--- src/rtl/blp_pkg.sv ---
// shared types and constants for the blinn-phong lighting block
`timescale 1ns / 1ps
package blp_pkg;

   localparam int IN_W      = 16;
   localparam int CH_W      = 16;
   localparam int RGB_W     = 48;
   localparam int SHINE_W   = 10;
   localparam int DNL_W     = 34;
   localparam int PNS_W     = 35;
   localparam int Q_W       = 34;
   localparam int SQ_IN_W   = Q_W + 16;
   localparam int ROOT_W    = SQ_IN_W / 2;
   localparam int CFG_IDX_W = 3;
   localparam int Q_DEPTH   = 8;
   localparam int Q_PTR_W   = 3;
   localparam int FRONT_STAGES = 3;

   localparam logic [CFG_IDX_W-1:0] REG_MAT_AMB  = 3'd0;
   localparam logic [CFG_IDX_W-1:0] REG_MAT_DIF  = 3'd1;
   localparam logic [CFG_IDX_W-1:0] REG_MAT_SPC  = 3'd2;
   localparam logic [CFG_IDX_W-1:0] REG_LGT_AMB  = 3'd3;
   localparam logic [CFG_IDX_W-1:0] REG_LGT_DIF  = 3'd4;
   localparam logic [CFG_IDX_W-1:0] REG_LGT_SPC  = 3'd5;
   localparam logic [CFG_IDX_W-1:0] REG_SHINE    = 3'd6;

   localparam logic [SHINE_W-1:0] SHINE_RESET = 10'd32;

   typedef struct packed {
      logic signed [IN_W-1:0] x;
      logic signed [IN_W-1:0] y;
      logic signed [IN_W-1:0] z;
   } vec_type;

   typedef struct packed {
      logic signed [DNL_W-1:0] dnl;
      logic signed [PNS_W-1:0] pns;
      logic [Q_W-1:0]          q;
   } dots_type;

   typedef struct packed {
      logic [RGB_W-1:0]   mat_amb;
      logic [RGB_W-1:0]   mat_dif;
      logic [RGB_W-1:0]   mat_spc;
      logic [RGB_W-1:0]   lgt_amb;
      logic [RGB_W-1:0]   lgt_dif;
      logic [RGB_W-1:0]   lgt_spc;
      logic [SHINE_W-1:0] shine;
   } cfg_type;

endpackage

--- src/rtl/blp_queue.sv ---
// short transaction queue between front and back
`timescale 1ns / 1ps
module blp_queue (
   input  logic              clock,
   input  logic              reset,
   input  logic              push,
   input  blp_pkg::dots_type push_data,
   input  logic              pop,
   output logic              not_empty,
   output logic              near_full,
   output blp_pkg::dots_type pop_data
);
   import blp_pkg::*;

   dots_type mem_ff [Q_DEPTH];
   logic [Q_PTR_W-1:0] wr_ff, rd_ff;
   logic [Q_PTR_W:0]   level_ff;

   always_ff @(posedge clock) begin
      if (push) begin
         mem_ff[wr_ff] <= push_data;
      end
   end

   always_ff @(posedge clock) begin
      if (reset) begin
         wr_ff <= '0;
         rd_ff <= '0;
         level_ff <= '0;
      end else begin
         if (push) begin
            wr_ff <= wr_ff + 1'b1;
         end
         if (pop) begin
            rd_ff <= rd_ff + 1'b1;
         end
         level_ff <= level_ff + (Q_PTR_W+1)'(push) - (Q_PTR_W+1)'(pop);
      end
   end

   assign not_empty = (level_ff != '0);
   assign near_full = (level_ff >= (Q_PTR_W+1)'(Q_DEPTH - FRONT_STAGES));
   assign pop_data  = mem_ff[rd_ff];

endmodule

--- config.mk ---
export PLATFORM = sky130hd
export DESIGN_NAME = blp_queue
export DESIGN_NICKNAME = d
export VERILOG_FILES = /design/src/rtl/blp_pkg.sv /design/src/rtl/blp_queue.sv
export SDC_FILE = /design/constraint.sdc
export NUM_CORES = 1
export LEC_CHECK = 0
export BUFFER_PORTS_ARGS = -buffer_cell sky130_fd_sc_hd__buf_2
export CORE_MARGIN = 4
export CORE_UTILIZATION = 48
export DETAILED_ROUTE_END_ITERATION = 6
export GPL_ROUTABILITY_DRIVEN = 1
export PLACE_DENSITY = 0.68
export SKIP_LAST_GASP = 1
export SLEW_MARGIN = 20
export SYNTH_ARGS = -nofsm -noshare
export SYNTH_HDL_FRONTEND = slang
export SYNTH_SLANG_ARGS = --single-unit
--- constraint.sdc ---
create_clock -name clock -period 24.6 [get_ports clock]
set_input_delay 4.92 -clock clock [delete_from_list [all_inputs] [get_ports clock]]
set_output_delay 4.92 -clock clock [all_outputs]
set_load 0.02 [all_outputs]
==> reports/qor.csv, run 1 <==
stage,metric,value,unit
routing,drc_errors,0,
critical_path,worstPathRequired,19.68,ns
synth,postSynthCellCount,1261,
sta,finalClockSkew,0.0219,ns
routing,num_vias,13834,
outcome,outcome,finished clean,
synth,synthesis.area,31900,um^2
synth,synthDistinctLibCells,26,
sta,worst_slew_margin_rel,0.282,
synth,post_synthesis_register_bit_count,837,
floorplanning,dieHeight,266,um
critical_path,timing.critical_path.arrival,4.53,ns
sta,finalHoldViolations,0,
floorplanning,die-area,70600,um^2
place,place.detailed.hpwl,32600,um
synth,synthFlopType,sky130_fd_sc_hd__edfxtp_1,
global_route,gr-total-overflow,0,
pwr,p_leak,11.7,nW
critical_path,timing.critical_path.from_type,flop,
critical_path,path_max_fanout,70,
floorplanning,core.rowCount,94,
sta,post-route-period-util,0.384,
synth,synth-edff-count,824,
synth,syn-mean-instance-area,25.3,um^2
worst_hold_path,timing.hold.worst.class,reg2reg,
synth,yosys_warnings,0,
routing,post_drt_via_cell_ratio,5.61,
sta,final.setup.tns,0,ns
synth,yosysMostFrequentCell,sky130_fd_sc_hd__edfxtp_1,
synth,synth.cells.most_frequent,"sky130_fd_sc_hd__edfxtp_1 (824), sky130_fd_sc_hd__mux4_2 (206), sky130_fd_sc_hd__mux2_4 (63)",
critical_path,path_depth_of_the_worst_reg2reg_path,4,
global_route,grt_antenna_before_repair,14,
synth,synth_largest_type_area_fraction,0.776,
cts,cts.sink_count,837,
cts,tritoncts_buffers,86,
place,gp_congestion,0.714,
finish,syn_to_final_growth,14.6,%
finish,layout-drive-gt1-share,0.423,
cts,post_cts_resized,0,
cts,clock_tree.root_cell,sky130_fd_sc_hd__clkbuf_16,
critical_path,crit_type,reg2out,
place,buffer_ports.inserted,211,
sta,fmax,0.106,GHz
sta,count_of_final_max_slew_check_failures,0,
routing,drt_initial_violations,1160,
floorplanning,top_level_ports,212,
routing,wl_per_cell,25.0,um
cts,worst_skew_pair.late_latency,0.64,ns
cts,clk_pin_slew,0.06,ns
sta,tightestPinTransition,1.08,ns
routing,drt_pre_antenna_iters,5,
sta,final_period_minus_worst_setup_slack,9.45,ns
pwr,cellPowerDensity,86.0,nW/um^2
global_route,grt_pass1_wl,93100,um
global_route,grt_pass1_vias,14677,
cts,cts_tree,done,
routing,ant_nets,0,
synth,synth.area.top_cells,"sky130_fd_sc_hd__edfxtp_1 (78%), sky130_fd_sc_hd__mux4_2 (15%), sky130_fd_sc_hd__mux2_4 (3.0%)",
critical_path,end_kind,output port,
cts,ctsLongestPathBuffers,3,
routing,drt_wl_total,61700,um
floorplanning,die_x,266,um
synth,synth_fp_nets,1377,
worst_hold_path,worst_hold_path.num_cells,2,
floorplanning,core_area,65700,um^2
sta,setup_repair_after_global_routing_missed_its_margin,false,
synth,synth_seq_area_share,0.784,
floorplanning,initial_core_util,0.485,
cts,post-cts-setup-buffers,0,
cts,htree_num_levels,3,
finish,finalNetCount,1642,
synth,synth_top_area_cell,sky130_fd_sc_hd__edfxtp_1,
global_route,grt_start_max_net_pins,99,
sta,report.final.setup_viol,0,
global_route,grt_use_total,0.176,
pwr,vdd.ir_drop.worst,57.2,uV
cts,cts-hold-fix-buffers,0,
run,max_cap_violations,0,
sta,fin_worst_hold_slack,0.529,ns
synth,postSynth.asyncResetShare,0,
==> final cells by class <==
cell class / count / area [um^2]
Multi-Input combinational cell: 359 / 6430
Clock inverter: 53 / 489
Clock buffer: 103 / 2240
Timing Repair Buffer: 235 / 1250
Inverter: 7 / 26.3
Fill cell: 4762 / 29200
Antenna cell: 7 / 17.5
Sequential cell: 837 / 25000
Tap cell: 864 / 1080
==> layer usage <==
layer,global-route usage,vias up,share of wire,wire [um]
met1,0.243,7451,0.42,25700
met2,0.283,334,0.50,30900
met3,0.0445,92,0.063,3870
met4,0.0484,16,0.018,1120
met5,0,-,0.0017,103
li1,-,5941,-,-
==> power breakdown <==
part / total, mW / switching (mW) / internal (mW)
sequential: 1.62 / 0.0141 / 1.61
combinational: 0.277 / 0.152 / 0.125
clock: 1.25 / 0.521 / 0.725
==> cells in the final DEF, fill, tap and decap left out, drive strengths merged <==
cell,instances
nand2b,4
nor2b,1
buf,235
diode,7
xnor2,2
bufinv,7
nor2,16
clkinvlp,3
nand3,2
o21ai,1
clkinv,39
a31o,1
a21oi,2
ha,8
mux2i,2
mux2,103
xor2,3
dfxtp,13
fa,1
nand2,5
edfxtp,824
nor3,2
inv,11
mux4,206
clkbuf,103
==> worst paths after layout <==
| check | from | endpoint | slack, ns |
|---|---|---|---|
| max | flop | pop_data[37] | 15.15 |
| min | rd_ff[2]$_SDFFE_PP0P_ | flop | 0.53 |
| max reg2reg | wr_ff[0]$_SDFFE_PP0P_ | mem_ff[7][34]$_DFFE_PP_ | 21.37 |
| min reg2reg | rd_ff[2]$_SDFFE_PP0P_ | flop | 0.53 |
==> registers in the layout (all words and copies together) (netlist names), named ones only <==
name	count
level_ff	4
rd_ff	3
mem_ff	824
wr_ff	3
==> logic make-up after synthesis <==
logic type / synth area share
buffers and inverters: 0.0158
DFF: 0.784
adders and majority gates: 0.00377
AOI/OAI and AO/OA: 0.000746
xor gates and xnor gates: 0.00137
muxes: 0.190
and+or+nand+nor: 0.00408
==> per-stage QoR <==
step	util	area, um^2	cells	total power, mW	setup slack, ns
after floorplan	-	31900	1261	1.85	11.93
final	0.556	36500	2465	3.14	15.15
after global routing	0.556	36500	2461	3.27	14.92
after global placement	0.514	33800	2302	1.93	15.74
after detailed placement	0.514	33800	2302	1.93	15.75
after CTS	0.556	36500	2458	3.18	15.07
==> worst max-delay path: stages, from the launching register on <==
cell and delay, ns:
sky130_fd_sc_hd__dfxtp_4 1.01, sky130_fd_sc_hd__buf_4 0.94, sky130_fd_sc_hd__buf_4 0.86, sky130_fd_sc_hd__mux4_2 0.42
sky130_fd_sc_hd__mux2_4 0.28, sky130_fd_sc_hd__buf_2 0.17
Power figures use the tool's default switching activity.
==> run 2, diff against run 1 <==
- PLACE_DENSITY: 0.68 -> 0.7
- clock period: 24.6 -> 8.4 ns (I/O delays scaled with it)
==> reports/qor.csv, run 2 (same netlist as run 1, synthesis figures left out) <==
stage,metric,value,unit,change
cts,cts.sink_count,837,,unchanged
worst_hold_path,timing.hold.worst.class,reg2reg,,unchanged
finish,layout_commonest_cell,sky130_fd_sc_hd__edfxtp_1,,unchanged
critical_path,crit_type,reg2out,,unchanged
sta,post-route-period-util,0.615,,
global_route,gr-total-overflow,0,,unchanged
finish,registers.top_by_ff_count,mem_ff,,unchanged
routing,drc_errors,0,,unchanged
finish,reg_top3,"mem_ff: 824 flops, level_ff: 4 flops",,unchanged
sta,final.setup.tns,0,ns,unchanged
cts,ctsLongestPathBuffers,3,,unchanged
global_route,grt_antenna_before_repair,11,,was 14
place,gp_congestion,0.714,,about the same
outcome,outcome,finished clean,,unchanged
critical_path,timing.critical_path.from_type,flop,,unchanged
routing,post_drt_via_cell_ratio,5.54,,was 5.61
pwr,p_leak,11.7,nW,about the same
global_route,grt_pass1_vias,14816,,was 14.7k
routing,wl_per_cell,24.7,um,was 25.0 um
routing,drt_pre_antenna_iters,5,,unchanged
finish,largest_register_ffs,824,,unchanged
routing,drt_wl_total,60800,um,"was 61,700 um"
pwr,finalPower,9.20,mW,was 3.14 mW
sta,final_period_minus_worst_setup_slack,5.17,ns,
sta,finalHoldViolations,0,,unchanged
floorplanning,dieHeight,266,um,unchanged
global_route,grt_pass1_wl,92200,um,"was 93,100 um"
sta,tightestPinTransition,1.06,ns,was 1.08 ns
sta,finalClockSkew,0.0267,ns,was 0.0219 ns
cts,cts_tree,done,,unchanged
finish,syn_to_final_growth,14.7,%,was 14.6%
global_route,grt_use_total,0.173,,was 0.176
cts,post_cts_resized,0,,unchanged
cts,clk_pin_slew,0.06,ns,about the same
run,max_cap_violations,0,,unchanged
sta,setup_repair_after_global_routing_missed_its_margin,false,,unchanged
finish,layout.area.seq,25000,um^2,unchanged
cts,post-cts-setup-buffers,0,,unchanged
place,place.detailed.hpwl,30400,um,"was 32,600 um"
global_route,grt_start_max_net_pins,106,,was 99
finish,multi_input_comb_area,6440,um^2,was 6430 um^2
floorplanning,initial_core_util,0.485,,unchanged
place,buffer_ports.inserted,211,,unchanged
floorplanning,core_area,65700,um^2,unchanged
routing,drt_initial_violations,1196,,"was 1,160"
floorplanning,die-area,70600,um^2,unchanged
sta,worst_slew_margin_rel,0.290,,was 0.282
floorplanning,core.rowCount,94,,unchanged
finish,finalNetCount,1636,,"was 1,642"
cts,cts-hold-fix-buffers,0,,unchanged
sta,fmax,0.193,GHz,
cts,worst_skew_pair.late_latency,0.62,ns,was 0.64 ns
routing,ant_nets,0,,unchanged
finish,highest_count_cells_in_the_layout_ignoring_fill_and_taps,"sky130_fd_sc_hd__edfxtp_1 (824), sky130_fd_sc_hd__buf_2 (211), sky130_fd_sc_hd__mux4_2 (206)",,unchanged
finish,layout-drive-gt1-share,0.425,,was 0.423
cts,clock_tree.root_cell,sky130_fd_sc_hd__clkbuf_16,,unchanged
critical_path,path_max_fanout,68,,was 70
floorplanning,top_level_ports,212,,unchanged
cts,htree_num_levels,3,,unchanged
critical_path,worstPathRequired,6.72,ns,was 19.68 ns
floorplanning,die_x,266,um,unchanged
sta,report.final.setup_viol,0,,unchanged
critical_path,timing.critical_path.arrival,3.49,ns,was 4.53 ns
routing,num_vias,13622,,was 13.8k
finish,fillerInstances,4761,,"was 4,762"
sta,count_of_final_max_slew_check_failures,0,,unchanged
cts,tritoncts_buffers,85,,was 86
critical_path,end_kind,output port,,unchanged
pwr,vdd.ir_drop.worst,197,uV,was 57.2 uV
pwr,cellPowerDensity,252,nW/um^2,was 86.0 nW/um^2
## run 2: critical path, stage by stage, from the launching register on
cell                      delay [ns]
sky130_fd_sc_hd__dfxtp_4        0.96
sky130_fd_sc_hd__buf_4          0.87
sky130_fd_sc_hd__mux4_2         0.42
sky130_fd_sc_hd__mux2_2         0.31
sky130_fd_sc_hd__buf_2          0.17
## run 2: cell type report
| cell class | count | area share |
|---|---|---|
| antenna | 5 | 0.000342 |
| clock buffer | 97 | 0.0600 |
| clock inverter | 60 | 0.0146 |
| inverter | 7 | 0.000718 |
| multi-input combinational | 359 | 0.176 |
| sequential | 837 | 0.684 |
| tap | 864 | 0.0296 |
| timing repair buffer | 230 | 0.0348 |
## run 2: stage by stage
step                      worst slack (ns)  instance area, um^2  instances   util  hold slack [ns]
final                                 3.23                36600       2459  0.556            0.526
after floorplan                       1.74                31900       1261      -            0.485
after CTS                             3.14                36600       2454  0.556            0.530
after global routing                  3.04                36600       2456  0.556            0.580
after global placement                3.88                33800       2297  0.515            0.516
after detailed placement              3.83                33800       2297  0.515            0.518
## run 2: layer usage
| layer | wire length, um | GRT usage | vias up |
|---|---|---|---|
| li1 | - | - | 5917 |
| met1 | 25000 | 0.232 | 7289 |
| met2 | 31000 | 0.290 | 324 |
| met3 | 3660 | 0.0407 | 80 |
| met4 | 1100 | 0.0473 | 12 |
| met5 | 82 | 0 | - |
## run 2: worst paths after layout
path / startpoint / end / slack (ns) / cells past startpoint
hold / removal: rd_ff[1]$_SDFFE_PP0P_ / flop / 0.53 / 2
setup / recovery: flop / pop_data[75] / 3.23 / 4
setup reg to reg: wr_ff[0]$_SDFFE_PP0P_ / mem_ff[5][69]$_DFFE_PP_ / 5.48 / 4
hold reg to reg: rd_ff[1]$_SDFFE_PP0P_ / flop / 0.53 / 2
## run 2: power breakdown
| group | internal [mW] | switching (mW) |
|---|---|---|
| Sequential | 4.70 | 0.0447 |
| Clock | 2.10 | 1.54 |
| Combinational | 0.367 | 0.445 |
| Total | 7.17 | 2.03 |
==> run 3, diff against run 2 <==
- clock period: 8.4 -> 4.6 ns (I/O delays scaled with it)
==> reports/qor.csv, run 3 (same netlist as run 1, synthesis figures left out) <==
stage,metric,value,unit,change
cts,htree_num_levels,3,,unchanged
global_route,grt_use_total,0.177,,was 0.173
global_route,grt_start_max_net_pins,111,,was 106
finish,layout_commonest_cell,sky130_fd_sc_hd__edfxtp_1,,unchanged
global_route,grt_pass1_vias,14953,,was 14.8k
run,max_cap_violations,0,,unchanged
sta,final_period_minus_worst_setup_slack,3.52,ns,
place,buffer_ports.inserted,211,,unchanged
sta,count_of_final_max_slew_check_failures,0,,unchanged
routing,num_vias,13680,,was 13.6k
critical_path,worstPathRequired,3.68,ns,was 6.72 ns
critical_path,critical_path.cell_chain,buf_12 -> mux4_2 -> mux2_2 -> buf_2,,was buf_4 -> mux4_2 -> mux2_2 -> buf_2
finish,layout-drive-gt1-share,0.425,,about the same
finish,highest_count_cells_in_the_layout_ignoring_fill_and_taps,"sky130_fd_sc_hd__edfxtp_1 (824), sky130_fd_sc_hd__buf_2 (211), sky130_fd_sc_hd__mux4_2 (206)",,unchanged
cts,tritoncts_buffers,86,,was 85
cts,cts-hold-fix-buffers,0,,unchanged
sta,worst_slew_margin_rel,0.292,,was 0.290
floorplanning,die-area,70600,um^2,unchanged
routing,drt_pre_antenna_iters,5,,unchanged
cts,cts_tree,done,,unchanged
cts,post-cts-setup-buffers,0,,unchanged
finish,fillerInstances,4742,,"was 4,761"
sta,fmax,0.284,GHz,
global_route,grt_antenna_before_repair,9,,was 11
cts,clock_tree.root_cell,sky130_fd_sc_hd__clkbuf_16,,unchanged
sta,post-route-period-util,0.766,,
cts,clk_pin_slew,0.06,ns,about the same
global_route,gr-total-overflow,0,,unchanged
sta,setup_repair_after_global_routing_missed_its_margin,false,,unchanged
sta,tightestPinTransition,1.06,ns,about the same
finish,largest_register_ffs,824,,unchanged
floorplanning,core.rowCount,94,,unchanged
place,gp_congestion,0.700,,was 0.714
finish,syn_to_final_growth,15.2,%,was 14.7%
cts,ctsLongestPathBuffers,3,,unchanged
place,place.detailed.hpwl,31900,um,"was 30,400 um"
routing,drt_initial_violations,927,,"was 1,196"
critical_path,crit_type,reg2out,,unchanged
finish,finalNetCount,1643,,"was 1,636"
routing,drc_errors,0,,unchanged
floorplanning,initial_core_util,0.485,,unchanged
critical_path,crit_path_max_incr_delay,0.57,ns,was 0.96 ns
routing,wl_per_cell,25.1,um,was 24.7 um
global_route,grt_pass1_wl,93800,um,"was 92,200 um"
critical_path,timing.critical_path.arrival,2.60,ns,was 3.49 ns
worst_hold_path,timing.hold.worst.class,reg2reg,,unchanged
outcome,outcome,finished clean,,unchanged
floorplanning,top_level_ports,212,,unchanged
critical_path,path_max_fanout,48,,was 68
critical_path,end_kind,output port,,unchanged
critical_path,path_depth_of_the_worst_reg2reg_path,3,,was 4
sta,finalHoldViolations,0,,unchanged
cts,cts.sink_count,837,,unchanged
cts,post_cts_resized,0,,unchanged
finish,registers.top_by_ff_count,mem_ff,,unchanged
critical_path,timing.critical_path.from_type,flop,,unchanged
place,dpl_cell_area,34000,um^2,"was 33,800 um^2"
pwr,vdd.ir_drop.worst,317,uV,was 197 uV
routing,post_drt_via_cell_ratio,5.56,,was 5.54
sta,finalClockSkew,0.0195,ns,was 0.0267 ns
floorplanning,dieHeight,266,um,unchanged
critical_path,critical_path.slowest_cell,sky130_fd_sc_hd__mux4_2,,was sky130_fd_sc_hd__dfxtp_4
routing,drt_wl_total,61800,um,"was 60,800 um"
finish,reg_top3,"mem_ff: 824 flops, level_ff: 4 flops",,unchanged
floorplanning,die_x,266,um,unchanged
finish,fin_area,36700,um^2,"was 36,600 um^2"
worst_hold_path,worst_hold_path.num_cells,2,,unchanged
cts,worst_skew_pair.late_latency,0.63,ns,was 0.62 ns
floorplanning,core_area,65700,um^2,unchanged
pwr,p_leak,11.8,nW,was 11.7 nW
pwr,cellPowerDensity,461,nW/um^2,was 252 nW/um^2
routing,ant_nets,0,,unchanged
sta,report.final.setup_viol,0,,unchanged
sta,fin_worst_hold_slack,0.535,ns,was 0.526 ns
## run 3: report_power, final
group          switching, mW  leakage [nW]  total [mW]  internal, mW
clock network           2.76          1.34        6.75          4.00
registers             0.0723          7.59        8.66          8.59
logic                  0.826          2.86        1.51         0.684
## run 3: stage by stage
step | TNS [ns] | instances | power (mW) | setup slack [ns] | utilization
floorplan | -857.18 | 1261 | 9.88 | -1.30 | -
global placement | 0 | 2303 | 10.3 | 1.66 | 0.517
global route | 0 | 2458 | 17.6 | 0.913 | 0.558
CTS | 0 | 2458 | 17.2 | 0.978 | 0.558
detailed placement | 0 | 2303 | 10.4 | 1.65 | 0.517
finish | 0 | 2461 | 16.9 | 1.08 | 0.558
## run 3: layer usage
layer | share of wire | up-vias | routed length (um) | global-route usage
met5 | 0.0015 | - | 95 | 0
met4 | 0.014 | 16 | 855 | 0.0456
met3 | 0.054 | 77 | 3350 | 0.0392
met2 | 0.52 | 318 | 32000 | 0.301
met1 | 0.41 | 7316 | 25500 | 0.236
li1 | - | 5953 | - | -
## run 3: final cells by class
class / count / area [um^2] / share of cell area
sequential: 837 / 25000 / 0.681
multi-input combinational: 359 / 6440 / 0.175
clock buffer: 113 / 2320 / 0.0631
timing repair buffer: 236 / 1390 / 0.0380
tap: 864 / 1080 / 0.0294
clock inverter: 42 / 437 / 0.0119
inverter: 7 / 26.3 / 0.000716
antenna: 3 / 7.51 / 0.000204
## run 3: worst max-delay path, delay by kind of cell, from the launching register on
family | cells | cell delay, ns
buffers and inverters | 2 | 0.55
DFF | 1 | 0.51
muxes | 2 | 0.89
## run 3: worst paths after layout
| path | from | endpoint | slack (ns) |
|---|---|---|---|
| max | flop | pop_data[66] | 1.08 |
| max reg2reg | wr_ff[0]$_SDFFE_PP0P_ | mem_ff[3][78]$_DFFE_PP_ | 2.44 |
| min | rd_ff[2]$_SDFFE_PP0P_ | rd_ff[2]$_SDFFE_PP0P_ | 0.53 |
| min reg2reg | rd_ff[2]$_SDFFE_PP0P_ | rd_ff[2]$_SDFFE_PP0P_ | 0.53 |
